<file path="src/rtl/assert_macros.svh">
// ----------------------------------------------------------------------------
// Assertion macros
// Shared assertion wrappers; they expect clk and rst_n in the calling scope.
// ----------------------------------------------------------------------------
`ifndef ASSERT_MACROS_SVH
`define ASSERT_MACROS_SVH
`ifndef SYNTHESIS
// Checks a property at every clock edge outside reset.
`define PFP_ASSERT(label, prop) \
    label: assert property (@(posedge clk) disable iff (!rst_n) (prop)) \
        else $error("pfp assertion failed");
// Checks that a condition in one cycle is followed by another in the next.
`define PFP_ASSERT_NEXT(label, pre, post) \
    label: assert property (@(posedge clk) disable iff (!rst_n) (pre) |=> (post)) \
        else $error("pfp assertion failed");
`else
`define PFP_ASSERT(label, prop)
`define PFP_ASSERT_NEXT(label, pre, post)
`endif
`endif

</file>
<file path="src/rtl/pfp_pkg.sv">
// ----------------------------------------------------------------------------
// pfp_pkg
// Widths, register codes and shared types of the per-flow policer.
// ----------------------------------------------------------------------------
package pfp_pkg;

    localparam int ID_W       = 12;
    localparam int RATE_W     = 8;
    localparam int BURST_W    = 24;
    localparam int TIME_W     = 64;
    localparam int LEN_W      = 16;
    localparam int PROD_W     = TIME_W + RATE_W;
    localparam int CFG_ADDR_W = 3;
    localparam int APB_DATA_W = 32;

    localparam logic [RATE_W-1:0]  RATE_RESET  = 8'd12;
    localparam logic [BURST_W-1:0] BURST_RESET = 24'h10_0000;

    // Register selected by bit 2 of the byte address.
    typedef enum logic {
        REG_RATE  = 1'b0,
        REG_BURST = 1'b1
    } reg_idx_t;

    // One row of the bucket table.
    typedef struct packed {
        logic               valid;
        logic [BURST_W-1:0] level;
        logic [TIME_W-1:0]  last_time;
    } row_t;

    // Commands from the controller to the datapath.
    typedef struct packed {
        logic clear;
        logic load;
        logic rd_en;
        logic elapse;
        logic mult;
        logic tokens;
        logic finish;
    } dp_cmd_t;

    // Status from the datapath to the controller.
    typedef struct packed {
        logic clear_last;
        logic police_in;
        logic out_free;
    } dp_status_t;

endpackage

</file>
<file path="src/rtl/pfp_ctrl.sv">
// ----------------------------------------------------------------------------
// pfp_ctrl
// Sequencer of the policer: table clear, then one request at a time.
// ----------------------------------------------------------------------------
module pfp_ctrl
    import pfp_pkg::*;
(
    input  logic       clk,
    input  logic       rst_n,
    input  logic       in_valid,
    output logic       in_ready,
    input  dp_status_t status,
    output dp_cmd_t    cmd
);

    typedef enum logic [6:0] {
        ST_CLEAR  = 7'b0000001,
        ST_IDLE   = 7'b0000010,
        ST_READ   = 7'b0000100,
        ST_ELAPSE = 7'b0001000,
        ST_MULT   = 7'b0010000,
        ST_TOKENS = 7'b0100000,
        ST_FINISH = 7'b1000000
    } state_t;

    state_t state_reg;
    state_t state_next;

    always_comb
    begin
        state_next = state_reg;
        cmd        = '0;
        in_ready   = 1'b0;
        case (state_reg)
            ST_CLEAR:
            begin
                cmd.clear = 1'b1;
                if (status.clear_last)
                begin
                    state_next = ST_IDLE;
                end
            end
            ST_IDLE:
            begin
                in_ready = 1'b1;
                if (in_valid)
                begin
                    cmd.load   = 1'b1;
                    // Requests that are not policed skip the table walk.
                    state_next = status.police_in ? ST_READ : ST_FINISH;
                end
            end
            ST_READ:
            begin
                cmd.rd_en  = 1'b1;
                state_next = ST_ELAPSE;
            end
            ST_ELAPSE:
            begin
                cmd.elapse = 1'b1;
                state_next = ST_MULT;
            end
            ST_MULT:
            begin
                cmd.mult   = 1'b1;
                state_next = ST_TOKENS;
            end
            ST_TOKENS:
            begin
                cmd.tokens = 1'b1;
                state_next = ST_FINISH;
            end
            ST_FINISH:
            begin
                if (status.out_free)
                begin
                    cmd.finish = 1'b1;
                    state_next = ST_IDLE;
                end
            end
            default:
            begin
                state_next = ST_CLEAR;
            end
        endcase
    end

    always_ff @(posedge clk or negedge rst_n)
    begin
        if (!rst_n)
        begin
            state_reg <= ST_CLEAR;
        end
        else
        begin
            state_reg <= state_next;
        end
    end

endmodule

</file>
<file path="config.mk">
export PLATFORM = sky130hd
export DESIGN_NAME = pfp_ctrl
export DESIGN_NICKNAME = d
export VERILOG_FILES = /design/src/rtl/assert_macros.svh /design/src/rtl/pfp_pkg.sv /design/src/rtl/pfp_ctrl.sv
export SDC_FILE = /design/constraint.sdc
export NUM_CORES = 1
export LEC_CHECK = 0
export ABC_AREA = 1
export BUFFER_PORTS_ARGS = -buffer_cell sky130_fd_sc_hd__clkbuf_2
export CORE_AREA = 8 8 53 55
export CTS_BUF_LIST = sky130_fd_sc_hd__clkbuf_8
export DETAILED_ROUTE_END_ITERATION = 8
export DIE_AREA = 0 0 61 63
export PLACE_DENSITY = 0.54
export SLEW_MARGIN = 40
export SYNTH_ARGS = -nofsm -noshare
export SYNTH_HDL_FRONTEND = slang
export SYNTH_SLANG_ARGS = --single-unit
</file>
<file path="constraint.sdc">
create_clock -name clk -period 1.16 [get_ports clk]
set_input_delay 0.232 -clock clk [delete_from_list [all_inputs] [get_ports clk]]
set_output_delay 0.232 -clock clk [all_outputs]
set_load 0.01 [all_outputs]
</file>
==> results_dict.tcl <==
set metrics [dict create \
    setup_violations 11 \
    wl_per_cell_um 9.37 \
    die_x_um 61 \
    ys_seq_area_frac 0.374 \
    violations "setup timing" \
    synthArstFlopShare 1.00 \
    grt_pass1_wl_mm 2.03 \
    syn_nets 76 \
    h-tree-depth 1 \
    core-area_mm2 0.00206 \
    synth_edf_count 0 \
    worstSetupPathType "register to primary output" \
    ant_nets 0 \
    hold_depth 3 \
    syn2layout_area_growth_pct 68.7 \
    insertion_delay_ns 0.23 \
    drv_slew 0 \
    cts_made_buffers 3 \
    dpl.hpwl_um 985 \
    fin_crit_sh 1.27 \
    wirelength_mm 1.21 \
    place_area_um2 632 \
    synth_top_area_frac 0.318 \
    antenna_cells 0 \
    drc 0 \
    viasPerCell 3.89 \
    vias 502 \
    end_kind "primary output" \
    design.portCount 14 \
    syn_inst 70 \
    final.fill_count 223 \
    ys_top_cells_by_count "inv_1, nand2_1, nor2_1, dfrtp_1, nand3_1" \
    grt_max_degree 8 \
    ys_ff_latch 7 \
    yosys.cell_count.top_type "inv_1" \
    portBuffers 13 \
    syn-cell-area_um2 472 \
    worstSetupStartpointType "register" \
    cts_buffer_depth 2 \
    tns_ns -2.61 \
    leakagePower_nw 0.509 \
    rsz0062_at_grt "true" \
    initial_core_util 0.229 \
    gp_congestion 0.816 \
    fin_area_um2 796 \
    reg2reg_depth 9 \
    drtIter0Drc 2 \
    synth_warnings 0 \
    relSlewSlack 0.870 \
    arrival_ns 1.25 \
    num_rows 17 \
    max_freq_ghz 0.676 \
    drive_gt1_frac 0.554 \
    synth.avg_cell_area_um2 6.74 \
    synthFlopType "dfrtp_1" \
    die_area_mm2 0.00384 \
    tightest_slew_ns 0.194 \
    largest_register_ffs 7 \
    hold_viol 0 \
    antenna_found_initial 0 \
    cp.required_ns 0.93 \
    hold_class "input pin to register" \
    path_max_fanout 2 \
    ys_top_cells_by_area "dfrtp_1, inv_1, nand2_1" \
    min_period_ns 1.48 \
    power.density_mw_per_mm2 1790 \
    tritoncts "yes" \
    drt_pass1_iterations 4 \
    dieHeight_um 63 \
    fin_worst_skew_ns 0.00268 \
    synth_cell_type_count 15 \
    max_cap_violations 0 \
    grt_pass1_vias 486 \
    worst_slack_ns -0.319 \
    status "finished with violations" \
    clock_sinks 7 \
    yosys.area.top_type "dfrtp_1" \
    vdd_drop_max_v 0.000837 \
    clk_pin_slew_ns 0.04 \
    grt-ovfl-total 0 \
    cts-root-buf "clkbuf_8" \
    nets 108 \
    grt.total_usage 0.0731 \
]
## critical path: stages (launching register included)
cell and delay (ns):
dfrtp_1 0.35, inv_2 0.04, buf_4 0.12, nor3_1 0.16, nand2_1 0.12, inv_1 0.09
clkbuf_2 0.14
## per-stage QoR
stage               utilization  instances  hold slack, ns  worst slack [ns]  power (mW)
global route              0.386        129           0.247            -0.388        1.55
detailed placement        0.306        119          0.0817           -0.0995       0.865
finish                    0.386        129           0.236            -0.319        1.42
global placement          0.306        119          0.0791           -0.0795       0.857
floorplan                     -         70         -0.0636            0.0230       0.699
CTS                       0.366        129           0.234            -0.347        1.32
## cell families after synthesis
family / after synthesis / share of synthesized area
flip-flops: 7 / 0.374
buffers and inverters: 21 / 0.167
AND/OR/NAND/NOR: 41 / 0.435
AO/OA/AOI/OAI: 1 / 0.0239
## placed cells by master (no fill, tap or decap)
cell           netlist  layout
nor2_1              10       7
nand2_1             13      10
nand2_4              0       1
nor3_2               0       1
buf_6                0       6
nor2_4               1       4
nor2_2               3       3
clkbuf_8             0       3
nor3_1               2       1
nand4_1              2       2
buf_4                0       8
inv_1               19      15
buf_2                0       6
inv_2                2       7
nand3_2              2       3
dfstp_2              1       1
o21bai_2             1       1
dfrtp_2              0       1
nand3_1              4       3
nand2_2              3       5
dfrtp_1              6       5
dlygate4sd3_1        0       1
clkbuf_2             0       6
nand3b_1             1       1
## layer usage
layer | wire length [µm] | GRT usage | vias to the layer above | part of all wire
met5 | 0 | 0 | - | 0
met2 | 562 | 0.101 | 12 | 0.46
met4 | 64 | 0.0875 | 0 | 0.053
li1 | - | - | 268 | -
met1 | 519 | 0.0817 | 218 | 0.43
met3 | 62 | 0.0144 | 4 | 0.051
## where the power goes
group          total (mW)  internal (mW)  switching, mW
logic               0.725          0.333          0.392
registers           0.371          0.310         0.0614
clock network       0.327          0.228         0.0994
## final cells by class
class	instances	area, µm²	share of cell area
multi-input cells	42	262	0.329
repair buffers	27	198	0.248
flip-flops and latches	7	178	0.223
inverters	21	78.8	0.0991
clock buffers	3	41.3	0.0519
well taps	28	35.0	0.0440
clock inverters	1	3.75	0.00472
## repair_timing
item	CTS	global route
resized for setup	10	21
buffers inserted	6	0
endpoints found under the setup margin	10	12
hold buffers	1	0
pin swaps	7	9
endpoints found under the hold margin	6	0
## path summary, 6_finish.rpt
check / start / to / slack, ns
worst max-delay path: state_reg[5]$_DFFE_PN0P_ / cmd[1] / -0.32
worst min-delay path: status[1] / state_reg[2]$_DFFE_PN0P_ / 0.24
worst max register to register: state_reg[4]$_DFFE_PN0P_ / state_reg[6]$_DFFE_PN0P_ / -0.20
worst min register to register: state_reg[5]$_DFFE_PN0P_ / state_reg[5]$_DFFE_PN0P_ / 0.69
max in group asynchronous: rst_n / state_reg[0]$_DFFE_PN1P_ / 0.55
min in group asynchronous: rst_n / state_reg[3]$_DFFE_PN0P_ / 0.37
Power figures use the tool's default switching activity.
